### src/rtl/core/gdfr_pkg.sv
`default_nettype none
package gdfr_pkg;

  // widest slot index and offset carried between front and back
  localparam int unsigned SLOT_BITS   = 5;
  localparam int unsigned OFF_BITS    = 17;
  localparam int unsigned QUEUE_DEPTH = 4;
  localparam int unsigned HDR_BYTES   = 22;

  // verdict codes; frame status reuses them for the reject cases
  localparam logic [2:0] V_DUMPED   = 3'd0;
  localparam logic [2:0] V_NOTGRE   = 3'd1;
  localparam logic [2:0] V_FILTERED = 3'd2;
  localparam logic [2:0] V_ORPHAN   = 3'd3;
  localparam logic [2:0] V_STORED   = 3'd4;
  localparam logic [2:0] V_FULL     = 3'd5;
  localparam logic [2:0] ST_HEADER  = 3'd0;
  localparam logic [2:0] ST_ACCEPT  = 3'd6;

  localparam logic [1:0] CFG_SRC = 2'd0;
  localparam logic [1:0] CFG_DST = 2'd1;
  localparam logic [1:0] CFG_KEY = 2'd2;

  localparam logic [15:0] ETH_IPV4  = 16'h0800;
  localparam logic [7:0]  PROTO_GRE = 8'd47;
  localparam logic [31:0] ALL_ONES  = 32'hffff_ffff;
  localparam logic [15:0] HDR_FIRST = 16'd12;
  localparam logic [15:0] HDR_LAST  = 16'd33;
  localparam logic [15:0] POS_MAX   = 16'hffff;
  localparam logic [16:0] LEN_MAX   = 17'h1_ffff;
  localparam logic [16:0] GRE_HDR   = 17'd8;
  localparam logic [6:0]  ETH_HDR   = 7'd14;

  typedef enum logic [1:0] {
    CL_UNFRAG,
    CL_FIRST,
    CL_MIDDLE,
    CL_LAST
  } class_e;

  typedef struct packed {
    logic                 rd;
    logic                 clr;
    logic                 wr;
    logic                 fin;
    logic [SLOT_BITS-1:0] slot;
    logic [OFF_BITS-1:0]  off;
    logic [7:0]           data;
    logic [2:0]           status;
    class_e               cls;
    logic [15:0]          cnt;
  } cmd_t;

endpackage
`default_nettype wire

### src/rtl/core/gdfr_queue.sv
`default_nettype none
module gdfr_queue (
  input  wire logic            clk_i,
  input  wire logic            rst_ni,
  input  wire logic            push_i,
  input  wire gdfr_pkg::cmd_t  cmd_i,
  output logic                 full_o,
  input  wire logic            pop_i,
  output logic                 empty_o,
  output gdfr_pkg::cmd_t       cmd_o
);

  localparam int unsigned PW = $clog2(gdfr_pkg::QUEUE_DEPTH);

  gdfr_pkg::cmd_t mem_q [gdfr_pkg::QUEUE_DEPTH];
  logic [PW-1:0]  wp_q, rp_q;
  logic [PW:0]    count_q;

  assign full_o  = (count_q == (PW+1)'(gdfr_pkg::QUEUE_DEPTH));
  assign empty_o = (count_q == '0);
  assign cmd_o   = mem_q[rp_q];

  always_ff @(posedge clk_i or negedge rst_ni) begin
    if (!rst_ni) begin
      wp_q    <= '0;
      rp_q    <= '0;
      count_q <= '0;
    end else begin
      if (push_i) begin
        wp_q <= (wp_q == PW'(gdfr_pkg::QUEUE_DEPTH - 1)) ? '0 : wp_q + 1'b1;
      end
      if (pop_i) begin
        rp_q <= (rp_q == PW'(gdfr_pkg::QUEUE_DEPTH - 1)) ? '0 : rp_q + 1'b1;
      end
      if (push_i && !pop_i) begin
        count_q <= count_q + 1'b1;
      end else if (pop_i && !push_i) begin
        count_q <= count_q - 1'b1;
      end
    end
  end

  always_ff @(posedge clk_i) begin
    if (push_i) begin
      mem_q[wp_q] <= cmd_i;
    end
  end

`ifndef ASSERT_OFF
  a_no_overflow: assert property (@(posedge clk_i) disable iff (!rst_ni)
    push_i |-> !full_o || pop_i) else $error("queue push while full");
  a_no_underflow: assert property (@(posedge clk_i) disable iff (!rst_ni)
    pop_i |-> !empty_o) else $error("queue pop while empty");
  a_count_bound: assert property (@(posedge clk_i) disable iff (!rst_ni)
    count_q <= (PW+1)'(gdfr_pkg::QUEUE_DEPTH)) else $error("queue count out of range");
`endif

endmodule
`default_nettype wire

### config.mk
export PLATFORM = sky130hd
export DESIGN_NAME = gdfr_queue
export DESIGN_NICKNAME = d
export VERILOG_FILES = /design/src/rtl/core/gdfr_pkg.sv /design/src/rtl/core/gdfr_queue.sv
export SDC_FILE = /design/constraint.sdc
export NUM_CORES = 1
export LEC_CHECK = 0
export BUFFER_PORTS_ARGS = -buffer_cell sky130_fd_sc_hd__buf_2
export CAP_MARGIN = 20
export CORE_AREA = 2 2 186 188
export CTS_BUF_LIST = sky130_fd_sc_hd__clkbuf_4 sky130_fd_sc_hd__clkbuf_8
export CTS_CLUSTER_SIZE = 25
export DETAILED_ROUTE_END_ITERATION = 8
export DIE_AREA = 0 0 188 190
export PLACE_DENSITY = 0.48
export RECOVER_POWER = 50
export REMOVE_ABC_BUFFERS = 1
export SETUP_SLACK_MARGIN = 0.02
export SYNTH_ARGS = -nofsm -noshare
export SYNTH_HDL_FRONTEND = slang
export SYNTH_SLANG_ARGS = --single-unit
### constraint.sdc
create_clock -name clk_i -period 3.8 [get_ports clk_i]
set_clock_uncertainty 0.05 [all_clocks]
set_input_delay 0.57 -clock clk_i [delete_from_list [all_inputs] [get_ports clk_i]]
set_output_delay 0.57 -clock clk_i [all_outputs]
set_load 0.02 [all_outputs]
# Yosys cells after proc, flatten, opt, wreduce, memory -nomap -nowiden
# Memory sizes are Yosys's and may differ from the RTL's.
# Index checks and enable logic that the tools add are counted.
# W data, S select, Z words.
# op_classes
n_reduce_logical	6
addsub	4
n_eq_ne	3
muxes	6
# ops
operator	n
$mux W3	2
$add A2 B1 Y2 const B	2
$eq A2 B2 Y1 const B	2
$mux W2	2
$add A3 B1 Y3 const B	1
$eq A3 B3 Y1 const B	1
$logic_not A3 Y1	1
$sub A3 B1 Y3 const B	1
$logic_and A1 B1 Y1	2
$logic_not A1 Y1	2
$mux W1	2
$reduce_bool A2 Y1	1
# word_totals
in_bits	59
output_inout_bits	57
memories	1
regBits	7
ram_bits	220
word_cells	23
# mem_list
name	words	word_bits	read_ports	rd_ports_with_merged_regs	write_ports	line_no	rtl
mem_q	4	55	1	0	1	gdfr_queue.sv:15	gdfr_pkg::cmd_t mem_q [gdfr_pkg::QUEUE_DEPTH];

# Logic depth before layout (Yosys ltp)
# Gate-level depths: netlist (run 1).
# logic_depth
depth_word	4
depth_mapped	7
ltp_nobuf	7

# Least setup slack after synthesis (run 1)
# Ideal clock, no wire load.
# synth_path
path_type	flip-flop to flip-flop
startpoint	register wp_q[0]
endpoint	memory mem_q[0][0] (netlist bit) (enable)
setup_time_ps	418
path_slack_ps	1404
n_path_buf	0
arrival_time_ps	1927
period_less_slack_ps	2396
path_stages_with_launch	4
required_time_ps	3332
cell_sequence	dfrtp_1 -> inv_1 -> ha_1 -> and2_1
# synth_rtl
element	line_no	rtl
start, declared	gdfr_queue.sv:16	logic [PW-1:0] wp_q, rp_q;
start signal, assigned	gdfr_queue.sv:30	wp_q <= (wp_q == PW'(gdfr_pkg::QUEUE_DEPTH - 1)) ? '0 : wp_q + 1'b1;
end, declared	gdfr_queue.sv:15	
# Straight into the memory's write port.

==> run summary, run 1 <==
TIMING
-------------------------------------------------------------------------------
Unrepaired setup endpoints after global routing                              no
Worst hold slack across all endpoints                                  0.256 ns
Setup TNS                                                                  0 ns
Normalized max-slew margin                                               -0.156
Final Slew Violations                                                       114
Fin. Hold Viols                                                               0
Post-layout min period                                                  3.23 ns
Total of endpoints with negative setup slack in the final report              0
Crit share post-route                                                     0.851
Slew of the pin with the lowest slew margin                             1.73 ns
Achievable clock frequency                                              309 MHz

ROUTE
-------------------------------------------------------------------------------
Via Count                                                                  3879
Routed length per instance                                              17.7 um
Drt initial violations                                                      165
Average vias per placed instance                                           4.05
Post-route DRC violation count                                                0
Pre-Repair DR Iteration Count                                                 4
Total Wirelength                                                       17000 um
Post-route ant nets                                                           0

LOGIC SYNTHESIS
-------------------------------------------------------------------------------
Proportion of synthesized chip area in sequential cells                   0.813
#FFs+latches synth                                                          227
Syn Inst Count                                                              324
Count of different cell masters after synthesis                              19
Avg Synthesized Cell Area                                             25.8 um^2
Yosys warning total                                                           0
Area of the mapped netlist                                            8350 um^2

CTS
-------------------------------------------------------------------------------
Clk root buf                                                       sky130_fd_sc_hd__clkbuf_8
CTS tree                                                                  built
Number of hold buffers added after CTS                                        1
Clock Latency Late Sink                                                 0.52 ns
Number of buffers added by the clock tree synthesis step                     40
Clock slew at reported path FFs                                         0.06 ns
Sink Count                                                                  227
Post-CTS setup buffer count                                                   0
Count of H-tree levels built during CTS                                       2
Maximum number of buffers from clock root to sink                             3
Cts repair resizes                                                            0

POWER
-------------------------------------------------------------------------------
Reported leakage power                                               0.00330 uW
Power per cell area                                                 780 nW/um^2
Worst vdd ir                                                           0.348 mV
Total Power                                                             7930 uW

FLOORPLAN
-------------------------------------------------------------------------------
Die span in y                                                            190 um
Top-level I/O count                                                         116
Core Region                                                          33900 um^2
Effective utilization at floorplan                                        0.246
Number of placement rows                                                     68
Total Die Area                                                       35700 um^2
Horizontal die dimension                                                 188 um

GLOBAL ROUTE
-------------------------------------------------------------------------------
Combined global-route utilization of all metal layers                    0.0966
Antenna violations before repair                                              0
Via count of the first global-routing pass                                 4460
Remaining global-route overflow                                               0
Global-route wire length before repair                                 26000 um
Largest net degree at the start of global routing                            58

FINISH
-------------------------------------------------------------------------------
Final layout net count                                                      538
Area taken by flip-flops and latches                                  6790 um^2
Count of antenna diodes in the layout                                         0
FILL cells                                                                 3334
Final instance count without filler cells                                   957
Post-layout instance area                                            10200 um^2
Relative area change from synthesis to final layout                       21.8%
Multi-input gate area                                                 1470 um^2
Share of cells above drive strength 1                                     0.375

CRITICAL PATH
-------------------------------------------------------------------------------
CP max FO                                                                    57
Capturing element type of the critical path                          output pin
Path depth of the worst reg2reg path                                          2
Required time at the worst-slack endpoint                               3.18 ns
CP Class                                                           register to output pin
Data arrival at the endpoint of the critical path                       2.61 ns
Critical path launch point type                                        register

STATUS
-------------------------------------------------------------------------------
Status                                                             finished with violations
Violations in the final reports                                    max-capacitance violations, max-slew violations

RUN
-------------------------------------------------------------------------------
Max-Cap Viols                                                                 2

PLACEMENT
-------------------------------------------------------------------------------
Count of input and output buffers                                           115
Total placed instance area                                            9450 um^2
DPL Wire Length                                                         9330 um
DP Cell Count                                                               884
GPL Wtd Cong                                                              0.672

MIN PATH
-------------------------------------------------------------------------------
Class of the tightest hold or removal check                        input pin to register
Worst Hold Depth                                                              1

==> stage by stage <==
step / worst slack [ns] / util
after global placement: 1.29 / 0.278
final: 0.567 / 0.299
after global routing: 0.341 / 0.299
after detailed placement: 1.25 / 0.278
after CTS: 0.660 / 0.302
after floorplan: 0.182 / -
==> where the power goes <==
part	total (uW)	internal [uW]	switching (uW)
logic	2210	963	1250
clock network	2190	1240	957
registers	3530	3230	301
total	7930	5420	2510
==> synthesized netlist by cell type, drive strengths merged <==
master	n	area, um^2
ha	6	75.1
nor2	3	11.3
dfrtp	7	175
buf	11	85.1
inv	4	15.0
clkbuf	1	3.75
edfxtp	220	6610
mux4	55	1240
xor2	2	17.5
o21ai	2	10.0
xnor2	1	8.76
nor3b	1	7.51
fa	1	20.0
and2	4	25.0
nor3	1	5.00
mux2	3	33.8
nand2	2	7.51
==> layout by cell type (no fill, tap or decap), drive strengths merged <==
cell         count
clkinv          12
bufinv           1
and2             4
nor3b            1
fa               1
nor3             1
buf             60
xnor2            1
nor2             3
dfrtp            7
clkbuf         114
mux4            55
nand2            2
clkinvlp         2
inv              4
xor2             2
edfxtp         220
mux2             3
ha               6
dlygate4sd3      1
o21ai            2
==> cells by family (layout without fill, tap and decap cells) <==
logic type	after synthesis	in the layout	synth area share
AO/OA/AOI/OAI	2	2	0.00120
buffers and inverters	16	194	0.0124
adder cells (fa/ha/maj)	7	7	0.0114
flip-flops	227	227	0.813
multiplexers	58	58	0.152
AND/OR/NAND/NOR	11	11	0.00675
XOR/XNOR	3	3	0.00315
==> metal layers <==
| layer | track usage | share of wire | vias up |
|---|---|---|---|
| met4 | 0.0363 | 0.027 | 0 |
| met3 | 0.0306 | 0.057 | 39 |
| li1 | - | - | 1688 |
| met5 | 0 | 0 | - |
| met2 | 0.164 | 0.49 | 116 |
| met1 | 0.114 | 0.43 | 2036 |
==> final timing paths <==
| check | startpoint | to | slack, ns |
|---|---|---|---|
| hold / removal | cmd_i[3] | mem_q[1][3] | 0.26 |
| hold reg to reg | count_q[2] | count_q[2] | 0.44 |
| setup / recovery | rp_q[1] | cmd_o[3] | 0.57 |
| min in group asynchronous | rst_ni | rp_q[0] | 0.45 |
| setup reg to reg | wp_q[0] | mem_q[3][40] | 1.44 |
| max in group asynchronous | rst_ni | rp_q[1] | 2.91 |
==> layout make-up <==
cell class,instances,area share
clock inverters,15,0.00935
well taps,455,0.0560
multi-input cells,81,0.144
repair buffers,118,0.0533
clock buffers,57,0.0679
inverters,4,0.00148
flip-flops and latches,227,0.667
==> flip-flops by register name, indices dropped and copies added, names as in the netlist <==
register and count:
wp_q 2, mem_q 220, count_q 3, rp_q 2
==> worst max-delay path, stage by stage (launching register included) <==
cell	delay [ns]
sky130_fd_sc_hd__dfrtp_2	1.41
sky130_fd_sc_hd__mux4_2	0.48
sky130_fd_sc_hd__buf_2	0.18
No activity file was read; power rests on OpenSTA's default activity.
==> run 2, diff against run 1 <==
REMOVE_ABC_BUFFERS = unset   (was 1)
==> run summary, run 2 (synthesized netlist as in run 1, its figures left out) <==
STATUS
-------------------------------------------------------------------------------
Status                                                             finished with violations
Violations in the final reports                                    max-capacitance violations, max-slew violations

ROUTE
-------------------------------------------------------------------------------
Post-route DRC violation count                                                0
Routed length per instance                                              17.9 um
Pre-Repair DR Iteration Count                                                 4
Drt initial violations                                                      126
Via Count                                                                  3847
Average vias per placed instance                                           4.02
Total Wirelength                                                       17200 um
Post-route ant nets                                                           0

FLOORPLAN
-------------------------------------------------------------------------------
Effective utilization at floorplan                                        0.246
Number of placement rows                                                     68
Core Region                                                          33900 um^2
Die span in y                                                            190 um
Total Die Area                                                       35700 um^2
Top-level I/O count                                                         116
Horizontal die dimension                                                 188 um

TIMING
-------------------------------------------------------------------------------
Setup TNS                                                                  0 ns
Setup ws final                                                         0.532 ns
Total of endpoints with negative setup slack in the final report              0
Fin. Hold Viols                                                               0
Achievable clock frequency                                              306 MHz
Slew of the pin with the lowest slew margin                             1.68 ns
Crit share post-route                                                     0.860
Normalized max-slew margin                                               -0.123
Post-layout min period                                                  3.27 ns
Unrepaired setup endpoints after global routing                              no
Final Slew Violations                                                        56

PLACEMENT
-------------------------------------------------------------------------------
Minimum setup slack after placement                                    0.971 ns
GPL Wtd Cong                                                              0.665
DPL Wire Length                                                         9600 um
Total placed instance area                                            9450 um^2
Count of input and output buffers                                           115

CTS
-------------------------------------------------------------------------------
Number of buffers added by the clock tree synthesis step                     41
Post-CTS setup buffer count                                                   0
Clock slew at reported path FFs                                         0.06 ns
Maximum number of buffers from clock root to sink                             3
Sink Count                                                                  227
Clk root buf                                                       sky130_fd_sc_hd__clkbuf_8
Clock Latency Late Sink                                                 0.53 ns
Count of H-tree levels built during CTS                                       2
CTS tree                                                                  built

CRITICAL PATH
-------------------------------------------------------------------------------
Required time at the worst-slack endpoint                               3.18 ns
Data arrival at the endpoint of the critical path                       2.65 ns
Critical path launch point type                                        register
R2R Setup Slk                                                           1.46 ns
CP Class                                                           register to output pin
Capturing element type of the critical path                          output pin
CP max FO                                                                    43

FINISH
-------------------------------------------------------------------------------
Post-layout instance area                                            10200 um^2
FILL cells                                                                 3330
Final layout net count                                                      541
Share of cells above drive strength 1                                     0.379
Leading cell types in the layout, fill and taps excluded           sky130_fd_sc_hd__edfxtp_1, sky130_fd_sc_hd__buf_2, sky130_fd_sc_hd__clkbuf_1
Biggest register                                                          mem_q
Relative area change from synthesis to final layout                       22.1%
Number of flip-flops under the largest register name                        220
Most common library cell in the layout ignoring fill and taps      sky130_fd_sc_hd__edfxtp_1
Biggest regs                                                       mem_q: 220 flops, count_q: 3 flops
Count of antenna diodes in the layout                                         0

GLOBAL ROUTE
-------------------------------------------------------------------------------
Combined global-route utilization of all metal layers                    0.0987
Antenna violations before repair                                              0
Remaining global-route overflow                                               0
Global-route wire length before repair                                 26300 um
Via count of the first global-routing pass                                 4501
Largest net degree at the start of global routing                            56

POWER
-------------------------------------------------------------------------------
Reported leakage power                                               0.00331 uW
Worst vdd ir                                                           0.372 mV
Power per cell area                                                 779 nW/um^2
Total Power                                                             7930 uW

LOGIC SYNTHESIS
-------------------------------------------------------------------------------
Post-synthesis net count                                                    390

MIN PATH
-------------------------------------------------------------------------------
Class of the tightest hold or removal check                        input pin to register

RUN
-------------------------------------------------------------------------------
Max-Cap Viols                                                                 1

## run 2: worst paths after layout
check                           start           end  depth (start not counted)
setup / recovery              rp_q[0]     cmd_o[43]                          3
hold / removal              cmd_i[35]  mem_q[0][35]                          1
setup reg to reg              wp_q[0]  mem_q[3][11]                          2
hold reg to reg            count_q[2]    count_q[2]                          1
max in group asynchronous      rst_ni       rp_q[0]                          2
min in group asynchronous      rst_ni       wp_q[0]                          2
## run 2: metrics by stage
stage | utilization | cells | hold WS (ns)
2_1_floorplan | - | 324 | 0.224
3_3_place_gp | 0.278 | 886 | 0.359
3_5_place_dp | 0.278 | 886 | 0.371
4_1_cts | 0.302 | 956 | 0.146
5_1_grt | 0.300 | 956 | 0.198
6_report | 0.300 | 956 | 0.245
## run 2: layer usage
| layer | up-vias | wire length [um] | global-route usage |
|---|---|---|---|
| met5 | - | 0 | 0 |
| met4 | 0 | 405 | 0.0376 |
| met3 | 31 | 1150 | 0.0349 |
| met2 | 127 | 8770 | 0.170 |
| met1 | 2004 | 6830 | 0.113 |
| li1 | 1685 | - | - |
## run 2: worst max-delay path: stages (launching register included)
cell,delay [ns]
sky130_fd_sc_hd__dfrtp_4,1.00
sky130_fd_sc_hd__buf_4,0.36
sky130_fd_sc_hd__mux4_2,0.52
sky130_fd_sc_hd__buf_2,0.17
## run 2: report_power, final
part	internal, uW	switching [uW]
Sequential	3230	292
Combinational	941	1250
Clock	1280	942
Total	5450	2480
## run 2: repair_timing
item | in CTS | in global routing
endpoints found under the hold margin | 7 | 0
gates resized for setup | 0 | 0
hold buffers | 1 | 0
## run 2: area by class of cell
cell class,count,area (um^2),share of cell area
sequential,227,6790,0.666
multi-input combinational,81,1470,0.144
clock buffer,58,723,0.0710
tap,455,569,0.0559
timing repair buffer,120,544,0.0534
clock inverter,11,78.8,0.00774
inverter,4,15.0,0.00147
==> run 3, diff against run 2 <==
clock period = 3.4 ns   (was 3.8 ns; I/O delays follow)
==> run summary, run 3 (synthesized netlist as in run 1, its figures left out) <==
STATUS
-------------------------------------------------------------------------------
Status                                                             finished with violations
Violations in the final reports                                    max-capacitance violations, max-slew violations

FLOORPLAN
-------------------------------------------------------------------------------
Effective utilization at floorplan                                        0.246
Core Region                                                          33900 um^2
Top-level I/O count                                                         116
Die span in y                                                            190 um
Number of placement rows                                                     68
Total Die Area                                                       35700 um^2
Horizontal die dimension                                                 188 um

CRITICAL PATH
-------------------------------------------------------------------------------
Critical path launch point type                                        register
R2R Setup Slk                                                           1.09 ns
Path depth of the worst reg2reg path                                          2
CP max FO                                                                    28
Capturing element type of the critical path                          output pin
CP Class                                                           register to output pin
Launch point of the worst reg-to-reg path                               wp_q[0]
Data arrival at the endpoint of the critical path                       2.45 ns
Required time at the worst-slack endpoint                               2.84 ns
Worst reg2reg path endpoint                                        mem_q[3][38]

TIMING
-------------------------------------------------------------------------------
Slew of the pin with the lowest slew margin                             1.65 ns
Worst hold slack across all endpoints                                  0.198 ns
Achievable clock frequency                                              332 MHz
Normalized max-slew margin                                              -0.0997
Unrepaired setup endpoints after global routing                              no
Total of endpoints with negative setup slack in the final report              0
Setup ws final                                                         0.386 ns
Post-layout min period                                                  3.01 ns
Final Slew Violations                                                        56
Crit share post-route                                                     0.887
Setup TNS                                                                  0 ns
Fin. Hold Viols                                                               0

FINISH
-------------------------------------------------------------------------------
Most common library cell in the layout ignoring fill and taps      sky130_fd_sc_hd__edfxtp_1
Share of cells above drive strength 1                                     0.375
Number of flip-flops under the largest register name                        220
Biggest regs                                                       mem_q: 220 flops, count_q: 3 flops
Final layout net count                                                      539
Leading cell types in the layout, fill and taps excluded           sky130_fd_sc_hd__edfxtp_1, sky130_fd_sc_hd__buf_2, sky130_fd_sc_hd__clkbuf_1
Count of antenna diodes in the layout                                         0
Biggest register                                                          mem_q
Relative area change from synthesis to final layout                       22.4%

CTS
-------------------------------------------------------------------------------
CTS tree                                                                  built
Count of H-tree levels built during CTS                                       2
Clock slew at reported path FFs                                         0.07 ns
Post-CTS setup buffer count                                                   0
Sink Count                                                                  227
Number of buffers added by the clock tree synthesis step                     40
Cts repair resizes                                                            0
Clock Latency Late Sink                                                 0.50 ns
Clk root buf                                                       sky130_fd_sc_hd__clkbuf_8
Maximum number of buffers from clock root to sink                             3
Number of hold buffers added after CTS                                        1

ROUTE
-------------------------------------------------------------------------------
Via Count                                                                  3792
Routed length per instance                                              17.7 um
Average vias per placed instance                                           3.96
Drt initial violations                                                      148
Post-route DRC violation count                                                0
Total Wirelength                                                       16900 um
Pre-Repair DR Iteration Count                                                 4
Post-route ant nets                                                           0

GLOBAL ROUTE
-------------------------------------------------------------------------------
Largest net degree at the start of global routing                            56
Global-route wire length before repair                                 26000 um
Combined global-route utilization of all metal layers                    0.0967
Via count of the first global-routing pass                                 4453
Antenna violations before repair                                              0
Remaining global-route overflow                                               0

PLACEMENT
-------------------------------------------------------------------------------
Minimum setup slack after placement                                    0.825 ns
Count of input and output buffers                                           115
DPL Wire Length                                                         9490 um
GPL Wtd Cong                                                              0.653

POWER
-------------------------------------------------------------------------------
Proportion of power drawn by the clock network                            0.283
Share of power burned in combinational logic                              0.283
Net switching power                                                     2780 uW
Part of the power in registers                                            0.435
Worst vdd ir                                                           0.275 mV
Power per cell area                                                 873 nW/um^2
Net Sw Frac                                                               0.311
Reported leakage power                                               0.00333 uW
Design internal power                                                   6140 uW

MIN PATH
-------------------------------------------------------------------------------
Worst Hold Depth                                                              1
Class of the tightest hold or removal check                        input pin to register
End of the worst hold path                                         mem_q[0][44]
Hold_sp                                                               cmd_i[44]

RUN
-------------------------------------------------------------------------------
Max-Cap Viols                                                                 1

LOGIC SYNTHESIS
-------------------------------------------------------------------------------
Post-synthesis net count                                                    390

==> run 3: through the flow <==
| stage | utilization | instances | total power (uW) | area (um^2) |
|---|---|---|---|---|
| floorplan | - | 324 | 5680 | 8350 |
| global placement | 0.279 | 885 | 6500 | 9460 |
| detailed placement | 0.279 | 885 | 6580 | 9460 |
| CTS | 0.303 | 957 | 9160 | 10300 |
| global route | 0.301 | 957 | 9430 | 10200 |
| finish | 0.301 | 957 | 8920 | 10200 |
==> run 3: cell type report <==
| cell class | instances | area [um^2] |
|---|---|---|
| clock buffer | 54 | 687 |
| clock inverter | 17 | 125 |
| fill | 3336 | 23700 |
| inverter | 4 | 15.0 |
| multi-input combinational | 81 | 1470 |
| sequential | 227 | 6790 |
| tap | 455 | 569 |
| timing repair buffer | 119 | 562 |
==> run 3: how the worst max path moves through the flow <==
stage | cells past startpoint | endpoint | slack (ns) | startpoint
final | 3 | cmd_o[3] | 0.39 | rp_q[0]
after global routing | 3 | cmd_o[3] | 0.13 | rp_q[0]
after CTS | 3 | cmd_o[3] | 0.24 | rp_q[0]
after detailed placement | 3 | cmd_o[3] | 0.82 | rp_q[0]
after global placement | 3 | cmd_o[1] | 0.86 | rp_q[0]
after floorplan | 3 | mem_q[0][0] | 1.00 | wp_q[0]
==> run 3: critical path, stage by stage, from the launching register on <==
cell and delay, ns:
sky130_fd_sc_hd__dfrtp_4 0.80, sky130_fd_sc_hd__buf_4 0.39, sky130_fd_sc_hd__mux4_2 0.56, sky130_fd_sc_hd__buf_2 0.18
==> run 3: power groups by stage <==
stage                     Sequential, uW  Clock [uW]  Combinational, uW
after floorplan                     3750           0               1930
after global placement              3920           0               2580
after detailed placement            3960           0               2620
after CTS                           3900        2630               2630
after global routing                3950        2740               2730
final                               3880        2520               2520
==> run 3: per-layer routing <==
layer	GRT usage	wire, um	up-vias
met3	0.0284	975	36
li1	-	-	1690
met5	0	0	-
met1	0.116	7150	1959
met2	0.164	8390	107
met4	0.0360	432	0
